## src/sv/tsa_pkg.sv

```systemverilog
// Shared types and constants for the tagged slot allocator.
// Used by the controller, the datapath and the top level; depends on nothing.
package tsa_pkg;

    // Field widths of the channels and of the count register.
    localparam int CNT_W     = 7;
    localparam int SLOT_W    = 6;
    localparam int TAG_IN_W  = 16;
    localparam int TAG_OUT_W = 15;

    // Largest table that a six-bit slot index can address.
    localparam int SLOT_LIMIT = 64;

    // Defaults for the top-level parameters.
    localparam int MAX_SLOTS_DEF = 64;
    localparam int TAG_BITS_DEF  = 15;

    typedef enum logic [1:0] {
        ACT_ALLOC_FIRST = 2'd0,
        ACT_ALLOC_NAMED = 2'd1,
        ACT_RELEASE     = 2'd2,
        ACT_QUERY       = 2'd3
    } t_action;

    // Commands from the controller to the datapath.
    typedef struct packed {
        logic load;
        logic scan_step;
        logic read_slot;
        logic commit;
    } t_cmd;

    // Status from the datapath to the controller.
    typedef struct packed {
        logic scan_end;
        logic out_free;
    } t_stat;

endpackage

```

## src/sv/tagged_slot_allocator.sv

```systemverilog
// Top level of the tagged slot allocator: controller plus datapath.
// Depends on tsa_pkg, tsa_ctrl and tsa_dpath.
//
// Channel   Direction  Handshake                 Payload
// in        input      i_in_valid / o_in_ready   i_action, i_owner_tag, i_slot_index
// out       output     o_out_valid / i_out_ready o_status, o_slot_taken, o_tag_out,
//                                                o_tag_valid, o_used_slots, o_free_slots
// cfg       input      i_cfg_we (no wait)        i_cfg_wdata (slot count)
//
// An allocation goes through a scan, then the commit:
// the tag-uniqueness check and the first-free search share one serial scan
// that reads one tag memory entry per cycle through its single read port.
// A release or a query does one memory read, then the commit.
// Reset is synchronous and active low; it frees all slots at once through
// the busy flip-flops, so there is no clearing pass. A finished result waits
// in the output register while the next item is taken in; that item holds
// at its commit step until the output register is free.
module tagged_slot_allocator import tsa_pkg::*; #(
    parameter int MAX_SLOTS = MAX_SLOTS_DEF,
    parameter int TAG_BITS  = TAG_BITS_DEF
) (
    input  logic                        i_clk,
    input  logic                        i_rst_n,
    input  logic                        i_cfg_we,
    input  logic [CNT_W-1:0]            i_cfg_wdata,
    input  logic                        i_in_valid,
    output logic                        o_in_ready,
    input  logic [1:0]                  i_action,
    input  logic signed [TAG_IN_W-1:0]  i_owner_tag,
    input  logic [SLOT_W-1:0]           i_slot_index,
    output logic                        o_out_valid,
    input  logic                        i_out_ready,
    output logic                        o_status,
    output logic [SLOT_W-1:0]           o_slot_taken,
    output logic [TAG_OUT_W-1:0]        o_tag_out,
    output logic                        o_tag_valid,
    output logic [CNT_W-1:0]            o_used_slots,
    output logic [CNT_W-1:0]            o_free_slots
);

    t_cmd    cmd;
    t_stat   stat;
    t_action action;

    // The action field covers all four codes, so the cast is lossless.
    assign action = t_action'(i_action);

    // The controller sequences each item: accept, scan or read, then commit.
    tsa_ctrl u_ctrl (
        .i_clk      (i_clk),
        .i_rst_n    (i_rst_n),
        .i_in_valid (i_in_valid),
        .i_action   (action),
        .o_in_ready (o_in_ready),
        .i_stat     (stat),
        .o_cmd      (cmd)
    );

    // The datapath holds the table, does the scan and registers the result.
    tsa_dpath #(
        .MAX_SLOTS (MAX_SLOTS),
        .TAG_BITS  (TAG_BITS)
    ) u_dpath (
        .i_clk        (i_clk),
        .i_rst_n      (i_rst_n),
        .i_cfg_we     (i_cfg_we),
        .i_cfg_wdata  (i_cfg_wdata),
        .i_action     (action),
        .i_owner_tag  (i_owner_tag),
        .i_slot_index (i_slot_index),
        .i_cmd        (cmd),
        .o_stat       (stat),
        .o_out_valid  (o_out_valid),
        .i_out_ready  (i_out_ready),
        .o_status     (o_status),
        .o_slot_taken (o_slot_taken),
        .o_tag_out    (o_tag_out),
        .o_tag_valid  (o_tag_valid),
        .o_used_slots (o_used_slots),
        .o_free_slots (o_free_slots)
    );

endmodule

```

## src/sv/tsa_ctrl.sv

```systemverilog
// Controller state machine of the tagged slot allocator.
// Depends on tsa_pkg; drives the datapath through t_cmd and watches t_stat.
module tsa_ctrl import tsa_pkg::*; (
    input  logic    i_clk,
    input  logic    i_rst_n,
    input  logic    i_in_valid,
    input  t_action i_action,
    output logic    o_in_ready,
    input  t_stat   i_stat,
    output t_cmd    o_cmd
);

    typedef enum logic [1:0] {
        S_IDLE,
        S_SCAN,
        S_READ,
        S_COMMIT
    } t_state;

    t_state r_state;
    t_state n_state;

    assign o_in_ready = (r_state == S_IDLE);

    always_comb begin
        n_state = r_state;
        o_cmd   = '0;
        case (r_state)
            S_IDLE: begin
                if (i_in_valid) begin
                    o_cmd.load = 1'b1;
                    if (i_action inside {ACT_ALLOC_FIRST, ACT_ALLOC_NAMED}) begin
                        n_state = S_SCAN;
                    end else begin
                        n_state = S_READ;
                    end
                end
            end
            S_SCAN: begin
                if (i_stat.scan_end) begin
                    n_state = S_COMMIT;
                end else begin
                    o_cmd.scan_step = 1'b1;
                end
            end
            S_READ: begin
                o_cmd.read_slot = 1'b1;
                n_state         = S_COMMIT;
            end
            S_COMMIT: begin
                if (i_stat.out_free) begin
                    o_cmd.commit = 1'b1;
                    n_state      = S_IDLE;
                end
            end
            default: begin
                n_state = S_IDLE;
            end
        endcase
    end

    always_ff @(posedge i_clk) begin
        if (!i_rst_n) begin
            r_state <= S_IDLE;
        end else begin
            r_state <= n_state;
        end
    end

endmodule

```

## src/sv/tsa_dpath.sv

```systemverilog
// Datapath of the tagged slot allocator: tag memory, busy bits, counts,
// the serial tag scan and the output register. Depends on tsa_pkg.
module tsa_dpath import tsa_pkg::*; #(
    parameter int MAX_SLOTS = MAX_SLOTS_DEF,
    parameter int TAG_BITS  = TAG_BITS_DEF
) (
    input  logic                        i_clk,
    input  logic                        i_rst_n,
    input  logic                        i_cfg_we,
    input  logic [CNT_W-1:0]            i_cfg_wdata,
    input  t_action                     i_action,
    input  logic signed [TAG_IN_W-1:0]  i_owner_tag,
    input  logic [SLOT_W-1:0]           i_slot_index,
    input  t_cmd                        i_cmd,
    output t_stat                       o_stat,
    output logic                        o_out_valid,
    input  logic                        i_out_ready,
    output logic                        o_status,
    output logic [SLOT_W-1:0]           o_slot_taken,
    output logic [TAG_OUT_W-1:0]        o_tag_out,
    output logic                        o_tag_valid,
    output logic [CNT_W-1:0]            o_used_slots,
    output logic [CNT_W-1:0]            o_free_slots
);

    localparam int DEPTH      = (MAX_SLOTS < SLOT_LIMIT) ? MAX_SLOTS : SLOT_LIMIT;
    localparam int ADDR_W     = (DEPTH > 1) ? $clog2(DEPTH) : 1;
    localparam int STORE_BITS = (TAG_BITS < TAG_OUT_W) ? TAG_BITS : TAG_OUT_W;

    // Table state.
    logic [STORE_BITS-1:0] r_mem [DEPTH];
    logic [STORE_BITS-1:0] r_rd_data;
    logic [DEPTH-1:0]      r_busy;
    logic [CNT_W-1:0]      r_slot_count;
    logic [CNT_W-1:0]      r_used;

    // Item being worked on.
    t_action               r_action;
    logic [TAG_IN_W-1:0]   r_tag;
    logic [SLOT_W-1:0]     r_slot;

    // Scan state.
    logic [CNT_W-1:0]      r_scan;
    logic                  r_cmp_valid;
    logic                  r_cmp_busy;
    logic                  r_held;
    logic                  r_found;
    logic [ADDR_W-1:0]     r_pick;

    // Output register.
    logic                  r_out_valid;
    logic                  r_status;
    logic [SLOT_W-1:0]     r_taken;
    logic [TAG_OUT_W-1:0]  r_tag_out;
    logic                  r_tag_valid;
    logic [CNT_W-1:0]      r_used_out;
    logic [CNT_W-1:0]      r_free_out;

    logic [ADDR_W-1:0]     scan_a;
    logic [ADDR_W-1:0]     slot_a;
    logic [ADDR_W-1:0]     rd_addr;
    logic                  in_range;
    logic                  tag_ok;
    logic                  alloc_ok;
    logic                  grant;
    logic [ADDR_W-1:0]     grant_a;
    logic                  hit;
    logic [CNT_W-1:0]      n_used;
    logic                  n_status;
    logic [SLOT_W-1:0]     n_taken;
    logic [TAG_OUT_W-1:0]  n_tag_out;
    logic                  n_tag_valid;
    logic                  n_set_busy;
    logic                  n_clr_busy;
    logic [CNT_W-1:0]      cfg_count;

    assign scan_a   = r_scan[ADDR_W-1:0];
    assign slot_a   = r_slot[ADDR_W-1:0];
    assign rd_addr  = i_cmd.scan_step ? scan_a : slot_a;
    assign in_range = ({1'b0, r_slot} < r_slot_count);
    assign cfg_count = (i_cfg_wdata > CNT_W'(DEPTH)) ? CNT_W'(DEPTH) : i_cfg_wdata;

    assign o_stat.scan_end = (r_scan >= r_slot_count);
    assign o_stat.out_free = !r_out_valid || i_out_ready;

    // Refusal and grant logic, evaluated in the commit cycle.
    assign tag_ok   = !r_tag[TAG_IN_W-1] &&
                      ((r_tag[TAG_OUT_W-1:0] >> STORE_BITS) == '0);
    assign alloc_ok = tag_ok && (r_used < r_slot_count) && !r_held;
    assign hit      = in_range && r_busy[slot_a];

    always_comb begin
        n_used      = r_used;
        n_status    = 1'b1;
        n_taken     = '0;
        n_tag_out   = '0;
        n_tag_valid = 1'b0;
        n_set_busy  = 1'b0;
        n_clr_busy  = 1'b0;
        grant       = 1'b0;
        grant_a     = slot_a;
        case (r_action)
            ACT_ALLOC_FIRST: begin
                grant   = alloc_ok && r_found;
                grant_a = r_pick;
            end
            ACT_ALLOC_NAMED: begin
                grant   = alloc_ok && in_range && !r_busy[slot_a];
                grant_a = slot_a;
            end
            ACT_RELEASE: begin
                if (hit) begin
                    n_status    = 1'b0;
                    n_tag_out   = TAG_OUT_W'(r_rd_data);
                    n_tag_valid = 1'b1;
                    n_clr_busy  = 1'b1;
                    n_used      = r_used - CNT_W'(1);
                end
            end
            ACT_QUERY: begin
                if (hit) begin
                    n_status    = 1'b0;
                    n_tag_out   = TAG_OUT_W'(r_rd_data);
                    n_tag_valid = 1'b1;
                end
            end
            default: begin
                n_status = 1'b1;
            end
        endcase
        if (grant) begin
            n_status   = 1'b0;
            n_taken    = SLOT_W'(grant_a);
            n_set_busy = 1'b1;
            n_used     = r_used + CNT_W'(1);
        end
    end

    // Tag memory: one write port, one registered read port.
    always_ff @(posedge i_clk) begin
        if (i_cmd.commit && n_set_busy) begin
            r_mem[grant_a] <= r_tag[STORE_BITS-1:0];
        end
        if (i_cmd.scan_step || i_cmd.read_slot) begin
            r_rd_data <= r_mem[rd_addr];
        end
    end

    // Item, scan and output payload registers.
    always_ff @(posedge i_clk) begin
        if (i_cmd.load) begin
            r_action <= i_action;
            r_tag    <= i_owner_tag;
            r_slot   <= i_slot_index;
            r_scan   <= '0;
            r_held   <= 1'b0;
            r_found  <= 1'b0;
            r_pick   <= '0;
        end else begin
            if (i_cmd.scan_step) begin
                r_scan     <= r_scan + CNT_W'(1);
                r_cmp_busy <= r_busy[scan_a];
                if (!r_busy[scan_a] && !r_found) begin
                    r_found <= 1'b1;
                    r_pick  <= scan_a;
                end
            end
            if (r_cmp_valid && r_cmp_busy && (r_rd_data == r_tag[STORE_BITS-1:0])) begin
                r_held <= 1'b1;
            end
        end
        if (i_cmd.commit) begin
            r_status    <= n_status;
            r_taken     <= n_taken;
            r_tag_out   <= n_tag_out;
            r_tag_valid <= n_tag_valid;
            r_used_out  <= n_used;
            r_free_out  <= r_slot_count - n_used;
        end
    end

    // Control state: busy bits, counts, output valid.
    always_ff @(posedge i_clk) begin
        if (!i_rst_n) begin
            r_busy       <= '0;
            r_used       <= '0;
            r_slot_count <= '0;
            r_out_valid  <= 1'b0;
            r_cmp_valid  <= 1'b0;
        end else begin
            r_cmp_valid <= i_cmd.scan_step;
            if (i_cfg_we) begin
                r_slot_count <= cfg_count;
                r_busy       <= '0;
                r_used       <= '0;
            end else if (i_cmd.commit) begin
                r_used <= n_used;
                if (n_set_busy) begin
                    r_busy[grant_a] <= 1'b1;
                end
                if (n_clr_busy) begin
                    r_busy[slot_a] <= 1'b0;
                end
            end
            if (i_cmd.commit) begin
                r_out_valid <= 1'b1;
            end else if (i_out_ready) begin
                r_out_valid <= 1'b0;
            end
        end
    end

    assign o_out_valid  = r_out_valid;
    assign o_status     = r_status;
    assign o_slot_taken = r_taken;
    assign o_tag_out    = r_tag_out;
    assign o_tag_valid  = r_tag_valid;
    assign o_used_slots = r_used_out;
    assign o_free_slots = r_free_out;

endmodule

```

## config.mk

```make
export PLATFORM = sky130hd
export DESIGN_NAME = tagged_slot_allocator
export DESIGN_NICKNAME = d
export VERILOG_FILES = /design/src/sv/tsa_pkg.sv /design/src/sv/tagged_slot_allocator.sv /design/src/sv/tsa_ctrl.sv /design/src/sv/tsa_dpath.sv
export SDC_FILE = /design/constraint.sdc
export NUM_CORES = 1
export LEC_CHECK = 0
export BUFFER_PORTS_ARGS = -buffer_cell sky130_fd_sc_hd__buf_2
export CORE_MARGIN = 10
export CORE_UTILIZATION = 30
export CTS_CLUSTER_DIAMETER = 40
export DETAILED_ROUTE_END_ITERATION = 8
export PLACE_DENSITY = 0.49
export SLEW_MARGIN = 25
export SYNTH_ARGS = -nofsm -noshare
export SYNTH_HDL_FRONTEND = slang
export SYNTH_HIERARCHICAL = 1
export SYNTH_SLANG_ARGS = --single-unit
export TNS_END_PERCENT = 20
```

## constraint.sdc

```tcl
create_clock -name i_clk -period 5.7 [get_ports i_clk]
set_input_delay 0.57 -clock i_clk [delete_from_list [all_inputs] [get_ports i_clk]]
set_output_delay 0.57 -clock i_clk [all_outputs]
set_load 0.03 [all_outputs]
```

==> results.md, run 1 <==
- Outcome: finished, final reports clean
- Crit path DAT: 5.83 ns
- Initial DRT Pass Iterations: 5
- Die Height: ~410 um
- R2r endpoint: u_dpath/r_rd_data[9]
- Hold Crit Start: i_owner_tag[15]
- Worst-path fanout max: 22
- Post-synthesis sequential area ratio: 0.726
- Max Cap Viol: 0
- Worst r2r src: u_dpath/r_scan[0]
- Distinct cells, synth: 64
- Syn Std Cell Area: approximately 46000 sq um
- Core Rows: ~140
- Hold Vio Cnt, Final: 0
- GP Congestion: 0.823
- Initial antenna violation count: 6
- Worst Slack Setup Final: about 0.4 ns
- DR WL/cell: ~28 um
- Die area: 168000 sq um
- Final Max Slew Viols: 0
- Worst r2r path cells: 20
- Tot Pwr: 0.0245 W
- Initial DRC Count: between 2000 and 2500
- I/O pin cnt: 75
- ANT nets after route: 0
- Via count: ~25000
- Layout cell share with drive strength beyond 1: 0.312
- Clock Path Buffers: 3
- Largest net degree at the start of global routing: 66
- Mapped Nets: 2507
- Root Driver: clkbuf_16
- Initial Utilization: 0.303
- Post-Route Utilization: 0.368
- WS Path Type: flip-flop to flip-flop
- Worst-Skew Late Latency: roughly 0.78 ns
- Area leader, netlist: edfxtp_1
- CTS tree: yes
- # DRC: 0
- Pleak: ~18 nW
- Layout Nets: roughly 2800
- Hold crit path type: input port to flip-flop
- Area Growth Syn to Fin: 21.5%
- Final Skew: a little over 0.03 ns
- #FFs+latches synth: 1134
- Worst reg2reg setup slack: a little under 0.4 ns
- Worst EP required: between 6 and 7 ns
- Endpoint, Worst Hold: u_dpath/r_tag[15]
- Number of synthesized flops with an enable pin: 1037
- Total gr overflow: 0
- Worst slew margin: 0.291
- Synth area leaders: edfxtp_1, mux4_2, dfxtp_1
- GR Util All Layers: 0.160
- H-tree depth: 4
- Slew @ Worst Pin: roughly 1.1 ns
- Drt total wl: 137000 um
- Avg Inst Size Synth: between 15 and 20 sq um
- Clk sinks: around 1100
- Non-Filler Instances: 4897
- Max Freq: about 0.19 GHz
- Pwr dens: about 440 nW/um^2
- Hold_ws: roughly 0.067 ns
- Setup violators final: 0
- Hold path cells: 1
- First-pass GRT wire length: 197000 um
- Critical path endpoint category: flip-flop
- HPWL after DPL: approximately 86000 um
- Total CTS buffers: around 160
- CORE AREA: 150000 sq um
- Max VDD drop: 0.283 mV
- Crit start category: flip-flop
- Placement Setup Slack: approximately 0.19 ns
- Port bufs: 74
- RSZ-0062 raised after global routing: no
- Die span in x: 410 um
- Min Tclk post-route: ~5.3 ns
- Yosys warning total: 6
- Mapped Cells: about 2400
- Clock transition at path regs: 0.05 ns
- Async SR Flop Fraction: 0
- Top cell type's share of synthesized area: 0.684
- Post-route clock period utilization: 0.931
- Placed Cells: 4587
- Vias in the first global route: 26600
- Post-synth top flop: edfxtp_1
- Drt via density: ~5.2
## layer usage
metal | global-route usage | vias to the layer above | wire, um
li1 | - | 10600 | -
met1 | 0.215 | 13700 | 58700
met2 | 0.262 | 938 | 66200
met3 | 0.0268 | 202 | 8200
met4 | 0.0516 | 2 | 3490
met5 | 0 | - | 10
## synthesized netlist by cell type (28+ instances only)
library cell	number
and2_1	85
buf_2	28
a21oi_1	48
nor2_1	100
a211oi_1	78
dfxtp_1	97
mux2i_1	53
nand2_1	178
edfxtp_1	1037
a311oi_1	30
inv_1	28
a31oi_1	32
clkbuf_1	94
ha_1	30
o221a_2	64
mux4_2	261
## layout by cell type, fill, tap and decap left out, types with 64 or more instances in the layout
| cell | netlist | routed |
|---|---|---|
| a211oi_1 | 78 | 78 |
| and2_1 | 85 | 84 |
| buf_2 | 28 | 74 |
| buf_4 | 13 | 173 |
| clkbuf_16 | 0 | 158 |
| dfxtp_1 | 97 | 97 |
| edfxtp_1 | 1037 | 1037 |
| mux4_2 | 261 | 261 |
| nand2_1 | 178 | 178 |
| nor2_1 | 100 | 84 |
| o221a_2 | 64 | 64 |
## layout make-up
cell class / count / area [sq um]
Inverter: 29 / 109
Fill cell: 14000 / 95000
Sequential cell: 1134 / 33100
Antenna cell: 2 / 5.00
Clock buffer: 168 / 4000
Clock inverter: 117 / 1370
Multi-Input combinational cell: 1136 / 11800
Timing Repair Buffer: 295 / 2390
Tap cell: 2016 / 2520
## where the power goes
group	total, W	switching [W]	internal, W
combinational	0.00480	0.00296	0.00184
sequential	0.00982	0.000231	0.00959
clock	0.00993	0.00386	0.00607
total	0.0245	0.00705	0.0175
## kinds of logic (layout without fill, tap and decap cells)
family | Yosys count | count (layout) | synth area share
flops | 1134 | 1134 | 0.726
simple gates | 450 | 450 | 0.0471
mux | 316 | 316 | 0.141
compound gates | 301 | 301 | 0.0527
buf+inv | 170 | 609 | 0.0163
xor+xnor | 37 | 37 | 0.00728
fa+ha+maj | 32 | 32 | 0.00890
other cells | 0 | 2 | 0
## critical path, cell delays in order (launching register included)
cell	delay, ns
dfxtp_1	0.32
inv_1	0.05
ha_1	0.25
nand2b_1	0.15
a21oi_1	0.17
nor2b_1	0.06
o21ai_0	0.18
nand2b_1	0.10
a21oi_1	0.17
nor2b_1	0.07
o21ai_0	0.16
nand2b_1	0.09
nor2b_2	0.34
mux2i_4	0.77
buf_12	0.29
buf_4	0.22
mux4_2	0.34
a211oi_1	0.49
a31oi_1	0.25
a21oi_1	0.44
a21oi_1	0.12
## flip-flops by register name, summed over array words and instances, names as in the netlist, 2 cells and up
signal and cells:
u_ctrl/r_state 2, u_dpath/o_free_slots 7, u_dpath/o_slot_taken 6, u_dpath/o_tag_out 15, u_dpath/o_used_slots 7, u_dpath/r_action 2
u_dpath/r_busy 64, u_dpath/r_mem 960, u_dpath/r_pick 6, u_dpath/r_rd_data 15, u_dpath/r_scan 7, u_dpath/r_slot 6
u_dpath/r_slot_count 7, u_dpath/r_tag 16, u_dpath/r_used 7
## worst max-delay path by stage
| stage | start | to | depth (start not counted) |
|---|---|---|---|
| floorplan | u_dpath/r_scan[0] | u_dpath/r_rd_data[0] | 22 |
| global route | u_dpath/r_scan[0] | u_dpath/r_rd_data[8] | 21 |
| finish | u_dpath/r_scan[0] | u_dpath/r_rd_data[9] | 20 |
| detailed placement | u_dpath/r_scan[0] | u_dpath/r_rd_data[1] | 22 |
| CTS | u_dpath/r_scan[0] | u_dpath/r_rd_data[1] | 22 |
| global placement | u_dpath/r_scan[0] | u_dpath/r_rd_data[2] | 21 |
## what timing repair did
item                                    4_1_cts  5_1_grt
hold buffers                                 23        0
resized for setup                             0        2
buffers inserted                              0        0
endpoints found under the setup margin        0        2
endpoints found under the hold margin        23        0
## per-stage QoR
| step | cell area, sq um | setup TNS [ns] |
|---|---|---|
| 4_1_cts | 55300 | 0 |
| 5_1_grt | 55300 | 0 |
| 6_report | 55300 | 0 |
| 2_1_floorplan | 45500 | 0 |
| 3_3_place_gp | 49700 | -0.0129 |
| 3_5_place_dp | 49700 | 0 |
Note: power is estimated with default switching activity, not from simulation.
==> run 2: changes to the inputs <==
Settings changed: CORE_UTILIZATION 30 to 40, PLACE_DENSITY 0.49 to not set, PLACE_DENSITY_LB_ADDON set to 0.25.
==> results.md, run 2 (synthesis gave the netlist of run 1 again) <==
- First-pass GRT wire length: approximately 190000 um
- Hold path cells: 1
- Crit path DAT: around 5.6 ns
- Worst EP required: approximately 6 ns
- Antenna Cells: 0
- Pwr dens: ~440 nW/um^2
- HPWL after DPL: 78000 um
- Area of the multi-input gates: 11800 sq um
- Vias in the first global route: approximately 26000
- Sw Pwr: just under 0.007 W
- GR Util All Layers: 0.199
- Drt total wl: 128000 um
- Die area: about 130000 sq um
- Max FFs per register: 960
- I/O pin cnt: 75
- Hold Vio Cnt, Final: 0
- GP Congestion: 0.863
- Worst-path fanout max: 34
- Register area: approximately 33000 sq um
- Setup Fix Bufs, Post-CTS: 0
- Die Height: ~360 um
- Int Pwr: around 0.017 W
- DR WL/cell: slightly below 30 um
- Post-route clock period utilization: 0.897
- Outcome: finished, final reports clean
- Core Rows: 123
- Via count: between 20000 and 30000
- Critical path endpoint category: flip-flop
- Total gr overflow: 0
- Layout Nets: 2753
- Slew @ Worst Pin: about 1.2 ns
- Layout cell share with drive strength beyond 1: 0.289
- Port bufs: 74
- Top reg by flops: u_dpath/r_mem
- H-tree depth: 4
- Switching fraction of total power: 0.288
- CTS tree: yes
- Worst r2r src: u_dpath/r_slot_count[0]
- Initial antenna violation count: 4
- Largest net degree at the start of global routing: between 90 and 100
- Clk sinks: 1134
- Die span in x: 357 um
- Min Tclk post-route: between 5 and 6 ns
- Tot Pwr: 0.0235 W
- Worst slew margin: 0.198
- # hold bufs at CTS: 23
- Final Max Slew Viols: 0
- Setup violators final: 0
- CORE AREA: 113000 sq um
- R2r endpoint: u_dpath/r_rd_data[0]
- Worst reg2reg setup slack: 0.59 ns
- Pleak: 17.6 nW
- Initial DRT Pass Iterations: 6
- Final Skew: 0.0326 ns
- Hold crit path type: input port to flip-flop
- Clock Path Buffers: 3
- Worst-Skew Late Latency: approximately 0.75 ns
- Area Growth Syn to Fin: 18.0%
- Most frequent cells in the layout: edfxtp_1, mux4_2, nand2_1, clkbuf_16, buf_4
- Biggest regs: u_dpath/r_mem x960, u_dpath/r_busy x64, u_dpath/r_tag x16
- Clock network power share: 0.390
- Max Cap Viol: 0
- ANT nets after route: 0
- Max Freq: 0.196 GHz
- Drt via density: 5.84
- Post_cts resized: 0
- Max VDD drop: between 0.2 and 0.25 mV
- Worst r2r path cells: 20
- Endpoint, Worst Hold: u_dpath/r_action[1]
- # DRC: 0
- Fill cells: 9176
- Hold Crit Start: i_action[1]
- Combinational fraction of design power: 0.194
- Initial Utilization: 0.404
- Clock transition at path regs: around 0.060 ns
- Crit start category: flip-flop
- Most common cell after layout, fill and taps aside: edfxtp_1
- Initial DRC Count: approximately 2300
- RSZ-0062 raised after global routing: no
- Setup TNS: 0 ns
- Power share of the sequential group: 0.416
- Total CTS buffers: roughly 150
- Root Driver: clkbuf_16
- WS Path Type: flip-flop to flip-flop
[run 2: changes by cell type in the layout (fill, tap and decap cells not counted), moves of 3 or more]
cell	delta
buf_12	-8
buf_4	-50
bufinv_16	-8
clkbuf_1	+9
clkbuf_16	-9
clkbuf_8	+3
clkinv_1	-5
clkinv_4	+3
clkinvlp_4	-10
inv_6	+8
nor2_1	+13
nor2_2	-13
[run 2: worst max-delay path, cell delays in order, from the launching register on]
cell and delay (ns):
dfxtp_1 0.34, ha_1 0.29, nand2b_1 0.14, a21oi_1 0.23, nor2b_1 0.07, o21ai_0 0.16, nand2b_1 0.08, a21oi_1 0.15
nor2b_1 0.06, o21ai_0 0.15, nand2b_1 0.09, nor2b_2 0.31, mux2i_4 0.41, buf_12 0.25, buf_12 0.32, mux4_2 0.57
and2_1 0.20, a211oi_1 0.23, a311oi_1 0.16, a211oi_1 0.54, a21oi_1 0.07
[run 2: how the worst max path moves through the flow]
stage	startpoint	end	slack, ns	cells after the start
final	u_dpath/r_slot_count[0]	u_dpath/r_rd_data[0]	0.59	20
after floorplan	u_dpath/r_scan[0]	u_dpath/r_rd_data[0]	1.16	22
after CTS	u_dpath/r_slot_count[0]	u_dpath/r_rd_data[0]	0.59	20
after global placement	u_dpath/r_scan[0]	u_dpath/r_rd_data[0]	0.50	21
after detailed placement	u_dpath/r_scan[0]	u_dpath/r_rd_data[0]	0.61	21
after global routing	u_dpath/r_scan[0]	u_dpath/r_rd_data[0]	0.25	21
[run 2: area by class of cell]
class,count,area share
flip-flops and latches,1134,0.616
repair buffers,239,0.0353
clock inverters,101,0.0202
inverters,29,0.00203
well taps,1500,0.0349
multi-input cells,1136,0.220
clock buffers,171,0.0717
[run 2: per-layer routing]
| metal | vias up | part of all wire | track usage |
|---|---|---|---|
| met4 | 2 | 0.037 | 0.0814 |
| li1 | 10500 | - | - |
| met5 | - | 0.00010 | 0 |
| met2 | 1083 | 0.48 | 0.317 |
| met1 | 13400 | 0.41 | 0.267 |
| met3 | 232 | 0.077 | 0.0407 |
[run 2: power by group through the flow]
| stage | clock (W) | combinational, W | sequential [W] |
|---|---|---|---|
| finish | 0.00918 | 0.00457 | 0.00980 |
| global route | 0.00968 | 0.00485 | 0.00979 |
| CTS | 0.00932 | 0.00459 | 0.00980 |
| detailed placement | 0 | 0.00456 | 0.00997 |
| global placement | 0 | 0.00450 | 0.00999 |
| floorplan | 0 | 0.00262 | 0.0100 |
[run 2: through the flow]
step / setup WS, ns / hold WS (ns) / utilization / instance area, sq um / instances
3_5_place_dp: 0.605 / 0.487 / 0.430 / 48500 / 4013
2_1_floorplan: 1.16 / 0.437 / - / 45500 / 2440
4_1_cts: 0.590 / 0.0630 / 0.476 / 53700 / 4308
6_report: 0.590 / 0.0892 / 0.476 / 53700 / 4310
5_1_grt: 0.254 / 0.0804 / 0.476 / 53700 / 4310
3_3_place_gp: 0.499 / 0.473 / 0.430 / 48500 / 4011
